$ cat src/sv/rtcm_pkg.sv
`default_nettype none

package rtcm_pkg;

   // Frame layout constants.
   localparam logic [7:0]  PREAMBLE_BYTE  = 8'hD3;
   localparam logic [24:0] CRC24Q_POLY    = 25'h1864CFB;
   localparam logic [9:0]  MAX_LEN_RESET  = 10'd1023;

   localparam int DATA_W   = 8;
   localparam int LEN_W    = 10;
   localparam int ID_W     = 12;
   localparam int CRC_W    = 24;

   // Receiver phase.
   typedef enum logic [1:0] {
      PH_HUNT,
      PH_HEADER,
      PH_PAYLOAD,
      PH_CRC
   } phase_type;

   // One byte of CRC-24Q, most significant bit first, no reflection.
   function automatic logic [CRC_W-1:0] crc24q_byte(input logic [CRC_W-1:0] crc,
                                                     input logic [DATA_W-1:0] data);
      logic [CRC_W:0] acc;
      acc = {1'b0, crc ^ {data, 16'h0000}};
      for (int k = 0; k < DATA_W; k++) begin
         acc = {acc[CRC_W-1:0], 1'b0};
         if (acc[CRC_W]) begin
            acc = acc ^ CRC24Q_POLY;
         end
      end
      return acc[CRC_W-1:0];
   endfunction

endpackage

`default_nettype wire

$ cat src/sv/rtcm_channels.sv
`default_nettype none

// Byte stream into the receiver.
interface rtcm_req_if;
   logic       valid;
   logic       ready;
   logic [7:0] data_byte;

   modport source (output valid, output data_byte, input ready);
   modport sink   (input valid, input data_byte, output ready);
endinterface

// One result per completed frame.
interface rtcm_rsp_if;
   logic        valid;
   logic        ready;
   logic        crc_ok;
   logic [11:0] message_id;
   logic [9:0]  payload_length;

   modport source (output valid, output crc_ok, output message_id, output payload_length,
                   input ready);
   modport sink   (input valid, input crc_ok, input message_id, input payload_length,
                   output ready);
endinterface

// Write port of the maximum payload length register.
interface rtcm_csr_if;
   logic       valid;
   logic       ready;
   logic [9:0] data;

   modport source (output valid, output data, input ready);
   modport sink   (input valid, input data, output ready);
endinterface

`default_nettype wire

$ cat src/sv/rtcm3_frame_receiver.sv
// RTCM 3 frame receiver with CRC-24Q check.
// req_chan carries one received byte per transfer. The block hunts for the
// 0xD3 preamble, reads the two header bytes with the 10-bit payload length,
// counts the payload and gathers the three CRC bytes. When the last CRC byte
// is taken, one transfer on rsp_chan gives the CRC verdict, the 12-bit
// message id and the payload length. Frames with a length of zero or above
// the configured maximum are dropped without a result.
// csr_chan writes the maximum payload length; it is always ready and should
// only be written while no frame is in progress.
// Throughput: one byte per cycle while req_chan.ready is high. Each byte is
// processed in the cycle it is transferred; the result appears in the output
// register in the cycle after the last CRC byte. req_chan.ready drops only
// while a result waits in that register and rsp_chan.ready is low, so a
// stalled receiver holds the byte stream back by exactly that one register.
// Reset (synchronous, active high) returns the block to preamble hunting,
// empties the output register and sets the maximum length to 1023.
`default_nettype none

module rtcm3_frame_receiver (
   input  wire              clock,
   input  wire              reset,
   rtcm_req_if.sink         req_chan,
   rtcm_rsp_if.source       rsp_chan,
   rtcm_csr_if.sink         csr_chan
);

   localparam int LEN_W = rtcm_pkg::LEN_W;
   localparam int ID_W  = rtcm_pkg::ID_W;
   localparam int CRC_W = rtcm_pkg::CRC_W;

   rtcm_pkg::phase_type phase_ff, phase_in;
   logic             header_cnt_ff, header_cnt_in;
   logic [1:0]       first_len_ff, first_len_in;
   logic [LEN_W-1:0] frame_len_ff, frame_len_in;
   logic [LEN_W-1:0] payload_cnt_ff, payload_cnt_in;
   logic [CRC_W-1:0] crc_run_ff, crc_run_in;
   logic [CRC_W-1:0] crc_rcv_ff, crc_rcv_in;
   logic [1:0]       crc_cnt_ff, crc_cnt_in;
   logic [ID_W-1:0]  id_ff, id_in;
   logic [LEN_W-1:0] max_len_ff, max_len_in;

   logic             rsp_valid_ff, rsp_valid_in;
   logic             rsp_crc_ok_ff, rsp_crc_ok_in;
   logic [ID_W-1:0]  rsp_id_ff, rsp_id_in;
   logic [LEN_W-1:0] rsp_len_ff, rsp_len_in;

   logic             req_fire;
   logic             rsp_load;
   logic [7:0]       data;
   logic [LEN_W-1:0] header_len;
   logic [LEN_W-1:0] payload_cnt_inc;
   logic [CRC_W-1:0] crc_next;
   logic [CRC_W-1:0] crc_rcv_next;

   // Handshakes: a byte is taken whenever the output register can take a result.
   assign req_chan.ready = !rsp_valid_ff || rsp_chan.ready;
   assign req_fire       = req_chan.valid && req_chan.ready;
   assign csr_chan.ready = 1'b1;

   assign rsp_chan.valid          = rsp_valid_ff;
   assign rsp_chan.crc_ok         = rsp_crc_ok_ff;
   assign rsp_chan.message_id     = rsp_id_ff;
   assign rsp_chan.payload_length = rsp_len_ff;

   assign data            = req_chan.data_byte;
   assign header_len      = {first_len_ff, data};
   assign payload_cnt_inc = payload_cnt_ff + 1'b1;
   assign crc_next        = rtcm_pkg::crc24q_byte(crc_run_ff, data);
   assign crc_rcv_next    = {crc_rcv_ff[CRC_W-9:0], data};

   // Configuration register.
   always_comb begin
      max_len_in = max_len_ff;
      if (csr_chan.valid) begin
         max_len_in = csr_chan.data;
      end
   end

   // Frame state machine: next state and result load.
   always_comb begin
      phase_in       = phase_ff;
      header_cnt_in  = header_cnt_ff;
      first_len_in   = first_len_ff;
      frame_len_in   = frame_len_ff;
      payload_cnt_in = payload_cnt_ff;
      crc_run_in     = crc_run_ff;
      crc_rcv_in     = crc_rcv_ff;
      crc_cnt_in     = crc_cnt_ff;
      id_in          = id_ff;
      rsp_load       = 1'b0;
      rsp_crc_ok_in  = rsp_crc_ok_ff;
      rsp_id_in      = rsp_id_ff;
      rsp_len_in     = rsp_len_ff;

      if (req_fire) begin
         unique case (phase_ff)
            rtcm_pkg::PH_HUNT: begin
               if (data == rtcm_pkg::PREAMBLE_BYTE) begin
                  phase_in      = rtcm_pkg::PH_HEADER;
                  header_cnt_in = 1'b0;
                  crc_run_in    = rtcm_pkg::crc24q_byte('0, data);
               end
            end
            rtcm_pkg::PH_HEADER: begin
               crc_run_in = crc_next;
               if (!header_cnt_ff) begin
                  first_len_in  = data[1:0];
                  header_cnt_in = 1'b1;
               end else if (header_len == '0 || header_len > max_len_ff) begin
                  // Bad length: drop the frame and look at this byte as a preamble.
                  phase_in = rtcm_pkg::PH_HUNT;
                  if (data == rtcm_pkg::PREAMBLE_BYTE) begin
                     phase_in      = rtcm_pkg::PH_HEADER;
                     header_cnt_in = 1'b0;
                     crc_run_in    = rtcm_pkg::crc24q_byte('0, data);
                  end
               end else begin
                  frame_len_in   = header_len;
                  payload_cnt_in = '0;
                  phase_in       = rtcm_pkg::PH_PAYLOAD;
               end
            end
            rtcm_pkg::PH_PAYLOAD: begin
               crc_run_in = crc_next;
               // The message id is the top 12 bits of the first two payload bytes.
               if (payload_cnt_ff == '0) begin
                  id_in = {data, 4'h0};
               end else if (payload_cnt_ff == LEN_W'(1)) begin
                  id_in = {id_ff[ID_W-1:4], data[7:4]};
               end
               payload_cnt_in = payload_cnt_inc;
               if (payload_cnt_inc >= frame_len_ff) begin
                  phase_in   = rtcm_pkg::PH_CRC;
                  crc_cnt_in = '0;
               end
            end
            rtcm_pkg::PH_CRC: begin
               crc_rcv_in = crc_rcv_next;
               crc_cnt_in = crc_cnt_ff + 1'b1;
               if (crc_cnt_ff == 2'd2) begin
                  rsp_load      = 1'b1;
                  rsp_crc_ok_in = (crc_rcv_next == crc_run_ff);
                  rsp_id_in     = (frame_len_ff < LEN_W'(2)) ? '0 : id_ff;
                  rsp_len_in    = frame_len_ff;
                  phase_in      = rtcm_pkg::PH_HUNT;
               end
            end
            default: begin
               phase_in = rtcm_pkg::PH_HUNT;
            end
         endcase
      end

      if (!rsp_load) begin
         rsp_crc_ok_in = rsp_crc_ok_ff;
         rsp_id_in     = rsp_id_ff;
         rsp_len_in    = rsp_len_ff;
      end
   end

   // Output register valid: set by a new result, cleared by its transfer.
   assign rsp_valid_in = rsp_load || (rsp_valid_ff && !rsp_chan.ready);

   // Control registers.
   always_ff @(posedge clock) begin
      if (reset) begin
         phase_ff       <= rtcm_pkg::PH_HUNT;
         header_cnt_ff  <= 1'b0;
         payload_cnt_ff <= '0;
         crc_cnt_ff     <= '0;
         frame_len_ff   <= '0;
         max_len_ff     <= rtcm_pkg::MAX_LEN_RESET;
         rsp_valid_ff   <= 1'b0;
      end else begin
         phase_ff       <= phase_in;
         header_cnt_ff  <= header_cnt_in;
         payload_cnt_ff <= payload_cnt_in;
         crc_cnt_ff     <= crc_cnt_in;
         frame_len_ff   <= frame_len_in;
         max_len_ff     <= max_len_in;
         rsp_valid_ff   <= rsp_valid_in;
      end
   end

   // Data registers.
   always_ff @(posedge clock) begin
      first_len_ff  <= first_len_in;
      crc_run_ff    <= crc_run_in;
      crc_rcv_ff    <= crc_rcv_in;
      id_ff         <= id_in;
      rsp_crc_ok_ff <= rsp_crc_ok_in;
      rsp_id_ff     <= rsp_id_in;
      rsp_len_ff    <= rsp_len_in;
   end

   // The last CRC byte always produces a result in the next cycle.
   a_result_after_crc: assert property (@(posedge clock) disable iff (reset)
      (req_fire && phase_ff == rtcm_pkg::PH_CRC && crc_cnt_ff == 2'd2) |=> rsp_valid_ff)
      else $error("missing result after last CRC byte");

   // A frame in payload phase has a nonzero length and has not yet been fully read.
   a_payload_len: assert property (@(posedge clock) disable iff (reset)
      (phase_ff == rtcm_pkg::PH_PAYLOAD) |-> (frame_len_ff != '0 &&
                                              payload_cnt_ff < frame_len_ff))
      else $error("payload count out of range");

   // The byte stream is held back only by a waiting result.
   a_ready_cause: assert property (@(posedge clock) disable iff (reset)
      !req_chan.ready |-> (rsp_valid_ff && !rsp_chan.ready))
      else $error("input stalled without a waiting result");

   // A new result is loaded only when the previous one is gone or leaving.
   a_no_overwrite: assert property (@(posedge clock) disable iff (reset)
      rsp_load |-> (!rsp_valid_ff || rsp_chan.ready))
      else $error("result overwritten");

endmodule

`default_nettype wire
$ cat src/flat_wrapper.sv
// flat-port wrapper written by rule: the top's interface ports become plain ports
module rtcm3_frame_receiver_flat 
  (clock, reset, req_chan_valid, req_chan_data_byte, req_chan_ready, rsp_chan_valid, rsp_chan_crc_ok, rsp_chan_message_id, rsp_chan_payload_length, rsp_chan_ready, csr_chan_valid, csr_chan_data, csr_chan_ready);
  rtcm_req_if req_chan_i ();
  rtcm_rsp_if rsp_chan_i ();
  rtcm_csr_if csr_chan_i ();
  input  wire clock;
  input  wire reset;
  input wire logic [$bits(req_chan_i.valid)-1:0] req_chan_valid;
  input wire logic [$bits(req_chan_i.data_byte)-1:0] req_chan_data_byte;
  output wire logic [$bits(req_chan_i.ready)-1:0] req_chan_ready;
  output wire logic [$bits(rsp_chan_i.valid)-1:0] rsp_chan_valid;
  output wire logic [$bits(rsp_chan_i.crc_ok)-1:0] rsp_chan_crc_ok;
  output wire logic [$bits(rsp_chan_i.message_id)-1:0] rsp_chan_message_id;
  output wire logic [$bits(rsp_chan_i.payload_length)-1:0] rsp_chan_payload_length;
  input wire logic [$bits(rsp_chan_i.ready)-1:0] rsp_chan_ready;
  input wire logic [$bits(csr_chan_i.valid)-1:0] csr_chan_valid;
  input wire logic [$bits(csr_chan_i.data)-1:0] csr_chan_data;
  output wire logic [$bits(csr_chan_i.ready)-1:0] csr_chan_ready;
  assign req_chan_i.valid = req_chan_valid;
  assign req_chan_i.data_byte = req_chan_data_byte;
  assign req_chan_ready = req_chan_i.ready;
  assign rsp_chan_valid = rsp_chan_i.valid;
  assign rsp_chan_crc_ok = rsp_chan_i.crc_ok;
  assign rsp_chan_message_id = rsp_chan_i.message_id;
  assign rsp_chan_payload_length = rsp_chan_i.payload_length;
  assign rsp_chan_i.ready = rsp_chan_ready;
  assign csr_chan_i.valid = csr_chan_valid;
  assign csr_chan_i.data = csr_chan_data;
  assign csr_chan_ready = csr_chan_i.ready;
  rtcm3_frame_receiver u_core (.clock(clock), .reset(reset), .req_chan(req_chan_i), .rsp_chan(rsp_chan_i), .csr_chan(csr_chan_i));
endmodule
$ cat config.mk
export PLATFORM = sky130hd
export DESIGN_NAME = rtcm3_frame_receiver_flat
export DESIGN_NICKNAME = d
export VERILOG_FILES = /design/src/sv/rtcm_pkg.sv /design/src/sv/rtcm_channels.sv /design/src/sv/rtcm3_frame_receiver.sv /design/src/flat_wrapper.sv
export SDC_FILE = /design/constraint.sdc
export NUM_CORES = 1
export LEC_CHECK = 0
export BUFFER_PORTS_ARGS = -buffer_cell sky130_fd_sc_hd__buf_4
export CAP_MARGIN = 10
export CORE_UTILIZATION = 33
export CTS_CLUSTER_SIZE = 10
export DETAILED_ROUTE_END_ITERATION = 10
export HOLD_SLACK_MARGIN = 0.06
export SKIP_CTS_REPAIR_TIMING = 1
export SYNTH_ARGS = -nofsm -noshare
export SYNTH_HDL_FRONTEND = slang
export SYNTH_SLANG_ARGS = --single-unit
$ cat constraint.sdc
create_clock -name clock -period 5.45 [get_ports clock]
set_input_delay 0.545 -clock clock [delete_from_list [all_inputs] [get_ports clock]]
set_output_delay 0.545 -clock clock [all_outputs]
set_load 0.1 [all_outputs]
==> impl_metrics.csv <==
group,metric,value,unit
critical_path,r2r_setup_slack,2020,ps
placement,port_buffers,47,
floorplan,core,18770,um2
drt,wl_per_cell,17.16,um
cts,ctsLongestPathBuffers,2,
power,power,2.410,mW
sta,clock.fmax,0.2918,GHz
logic_synthesis,synth.distinct_cells,52,
drt,route.met2.wl,7334,um
logic_synthesis,synth_edf_count,77,
power,p_leak,2.724,nW
cts,cts-root-buf,"clkbuf_16",
sta,finalSetupViolCount,0,
final_layout,nets,679,
floorplan,io_pins,49,
final_layout,final_common_cell,"edfxtp_1",
drt,postRouteWirelength,14960,um
final_layout,antennaDiodeCount,0,
sta,period_needed,3427,ps
critical_path,criticalPathCategory,"reg -> reg",
run,drv_cap,0,
drt,drc_errors,0,
floorplan,fp-row-count,50,
drt,ant_nets,0,
floorplan,die_h,140.5,um
sta,hold_viol,0,
drt,vias,4359,
cts,htree_levels,4,
cts,insertion_delay,420,ps
sta,rsz0062_at_grt,"no",
power,power_density,321.7,nW/um2
cts,clk_pin_slew_worst_paths,60,ps
critical_path,crit_chain,"ha_1 -> a21o_1 -> a21oi_1 -> nor4b_1 -> a21o_1 -> a211oi_2 -> nor2_1 -> o22ai_1",
outcome,status,"complete, no violations",
logic_synthesis,synth_cells,583,
logic_synthesis,synth.yosys.seq_area_share,0.4794,
global_routing,grt_pass1_wl,23700,um
critical_path,start_kind,"register",
logic_synthesis,syn_area_per_cell,10.85,um2
drt,route.met3.wl,761,um
critical_path,slowest_delay,910,ps
sta,tightest_slew,1178,ps
cts,numCtsBuffers,17,
drt,wl_met1,6472,um
logic_synthesis,ys.flop_type,"edfxtp_1",
global_routing,grt_pass1_vias,4482,
global_routing,grt-ovfl-total,0,
final_layout,syn_to_final_growth,18.39,%
sta,fin_crit_sh,0.6289,
critical_path,required,5570,ps
worst_hold_path,hp-class,"in -> reg",
cts,cts_tree,"yes",
placement,gp_congestion,0.8737,
global_routing,grt_start_max_net_pins,28,
global_routing,grt_usage,0.1591,
critical_path,path_max_fanout,18,
sta,maxSlewViolCount,0,
logic_synthesis,netlist.area_leader.share,0.3655,
final_layout,drive_gt1_frac,0.1458,
drt,topRoutingLayerUsed,"met4",
logic_synthesis,ys_warn_count,0,
global_routing,antenna_found_initial,0,
critical_path,cp_slowest_cell,"nor2_1",
drt,drt_first_pass_iters,4,
critical_path,end_kind,"register",
floorplan,start_util,0.3371,
sta,tns,0,ps
floorplan,die_w,140.5,um
cts,cts_sinks,113,
logic_synthesis,synth_area_leaders,"edfxtp_1 (37%), dfxtp_1 (11%), xnor2_1 (9.7%)",
final_layout,final_cell_mix,"edfxtp_1 (77), xnor2_1 (70), buf_4 (49), xor2_1 (45), dfxtp_1 (36)",
power,vdd_drop_max,248.9,uV
critical_path,crit_top_cell,"a21o_1",
drt,drt-initial-drc-count,296,
sta,skew,8.231,ps
floorplan,dieArea,19730,um2
sta,relSlewSlack,0.2118,
drt,vias_per_cell,4.999,
logic_synthesis,syn-cell-area,6326,um2
logic_synthesis,synthArstFlopShare,0,
logic_synthesis,ys_ff_latch,113,
critical_path,cp_top_family,"simple AND/OR/NAND/NOR gates",
critical_path,critical_path_buf_inv_count,0,
logic_synthesis,syn_nets,637,
logic_synthesis,synth_top_area_cell,"edfxtp_1",
placement,hpwl,10850,um
critical_path,crit_arrival,3540,ps
## logic make-up (layout without fill, tap and decap cells)
logic type,Yosys count,in the layout,share of synthesized area
AO/OA/AOI/OAI,95,95,0.09375
XOR/XNOR,123,123,0.1837
adder cells (fa/ha/maj),31,31,0.06131
buffers and inverters,62,117,0.04292
flip-flops,113,113,0.4794
multiplexers,12,12,0.01899
other,1,1,0.0005928
AND/OR/NAND/NOR,146,146,0.1193
## worst paths after layout
check | startpoint | end | cells after the start
min | csr_chan_data[6] | u_core.max_len_ff[6] | 3
max reg2reg | u_core.first_len_ff[0] | u_core.crc_run_ff[8] | 8
max | u_core.first_len_ff[0] | u_core.crc_run_ff[8] | 8
min reg2reg | u_core.crc_rcv_ff[5] | u_core.crc_rcv_ff[13] | 0
## synth_stat cells (2+ instances only)
library cell,number
a31oi_1,3
nand4_1,7
buf_2,4
a21o_1,6
xor2_1,45
and2_1,20
buf_6,3
ha_1,31
nor3_1,14
edfxtp_1,77
clkbuf_1,13
nor4_1,10
nand2_1,28
nor2_1,27
inv_1,35
a2111oi_0,2
nor2b_1,5
xnor2_1,70
nand2b_1,3
o21a_1,2
o21bai_1,2
and3_1,2
or4b_2,2
xnor2_2,4
or3_1,4
o211ai_1,9
buf_1,3
dfxtp_1,36
buf_4,3
or4_1,2
o22ai_1,19
nand3_1,17
a21oi_1,22
nand3b_1,4
mux2i_1,12
o21ai_0,21
## tightest hold or removal path, delay by kind of cell
kind                   cells  cell delay, ps
AO/OA/AOI/OAI              1              60
buffers and inverters      1              70
AND/OR/NAND/NOR            1              40
## layout make-up
| type | count | area [um2] |
|---|---|---|
| Sequential cell | 113 | 3033 |
| Multi-Input combinational cell | 408 | 3028 |
| Tap cell | 234 | 292.8 |
| Timing Repair Buffer | 49 | 367.9 |
| Fill cell | 1806 | 11280 |
| Inverter | 36 | 135.1 |
| Clock buffer | 17 | 425.4 |
| Clock inverter | 15 | 207.7 |
## state kept, by name, summed over array words and instances (netlist names), named ones only
register / cells
u_core.first_len_ff: 2
u_core.header_cnt_ff: 1
u_core.frame_len_ff: 10
u_core.rsp_chan.valid: 1
u_core.payload_cnt_ff: 10
u_core.rsp_chan.crc_ok: 1
u_core.max_len_ff: 10
u_core.rsp_chan.payload_length: 10
u_core.id_ff: 12
u_core.crc_run_ff: 24
u_core.crc_rcv_ff: 16
u_core.rsp_chan.message_id: 12
u_core.phase_ff: 1
u_core.crc_cnt_ff: 2
## metal layers
layer / track usage / vias up
met5: 0 / -
met4: 0.07265 / 0
met3: 0.04239 / 29
met2: 0.2679 / 110
met1: 0.1899 / 2074
li1: - / 2146
## where the power goes
| group | internal, mW | total, mW | switching (mW) |
|---|---|---|---|
| Combinational | 0.134 | 0.295 | 0.162 |
| Sequential | 0.928 | 0.931 | 0.00230 |
| Clock | 0.769 | 1.18 | 0.415 |
| Total | 1.83 | 2.41 | 0.579 |
## through the flow
step                      instance area, um2  instances  utilization  hold WS [ps]  worst slack (ps)
after global routing                    7490        872       0.3991         337.8              1703
final                                   7490        872       0.3991         343.3              2023
after floorplan                         6326        583            -         429.5              1991
after CTS                               7490        872       0.3991         332.4              2041
after detailed placement                6857        840       0.3653         457.3              1823
after global placement                  6857        840       0.3653         458.0              1921
Note: power is estimated with default switching activity, not from simulation.
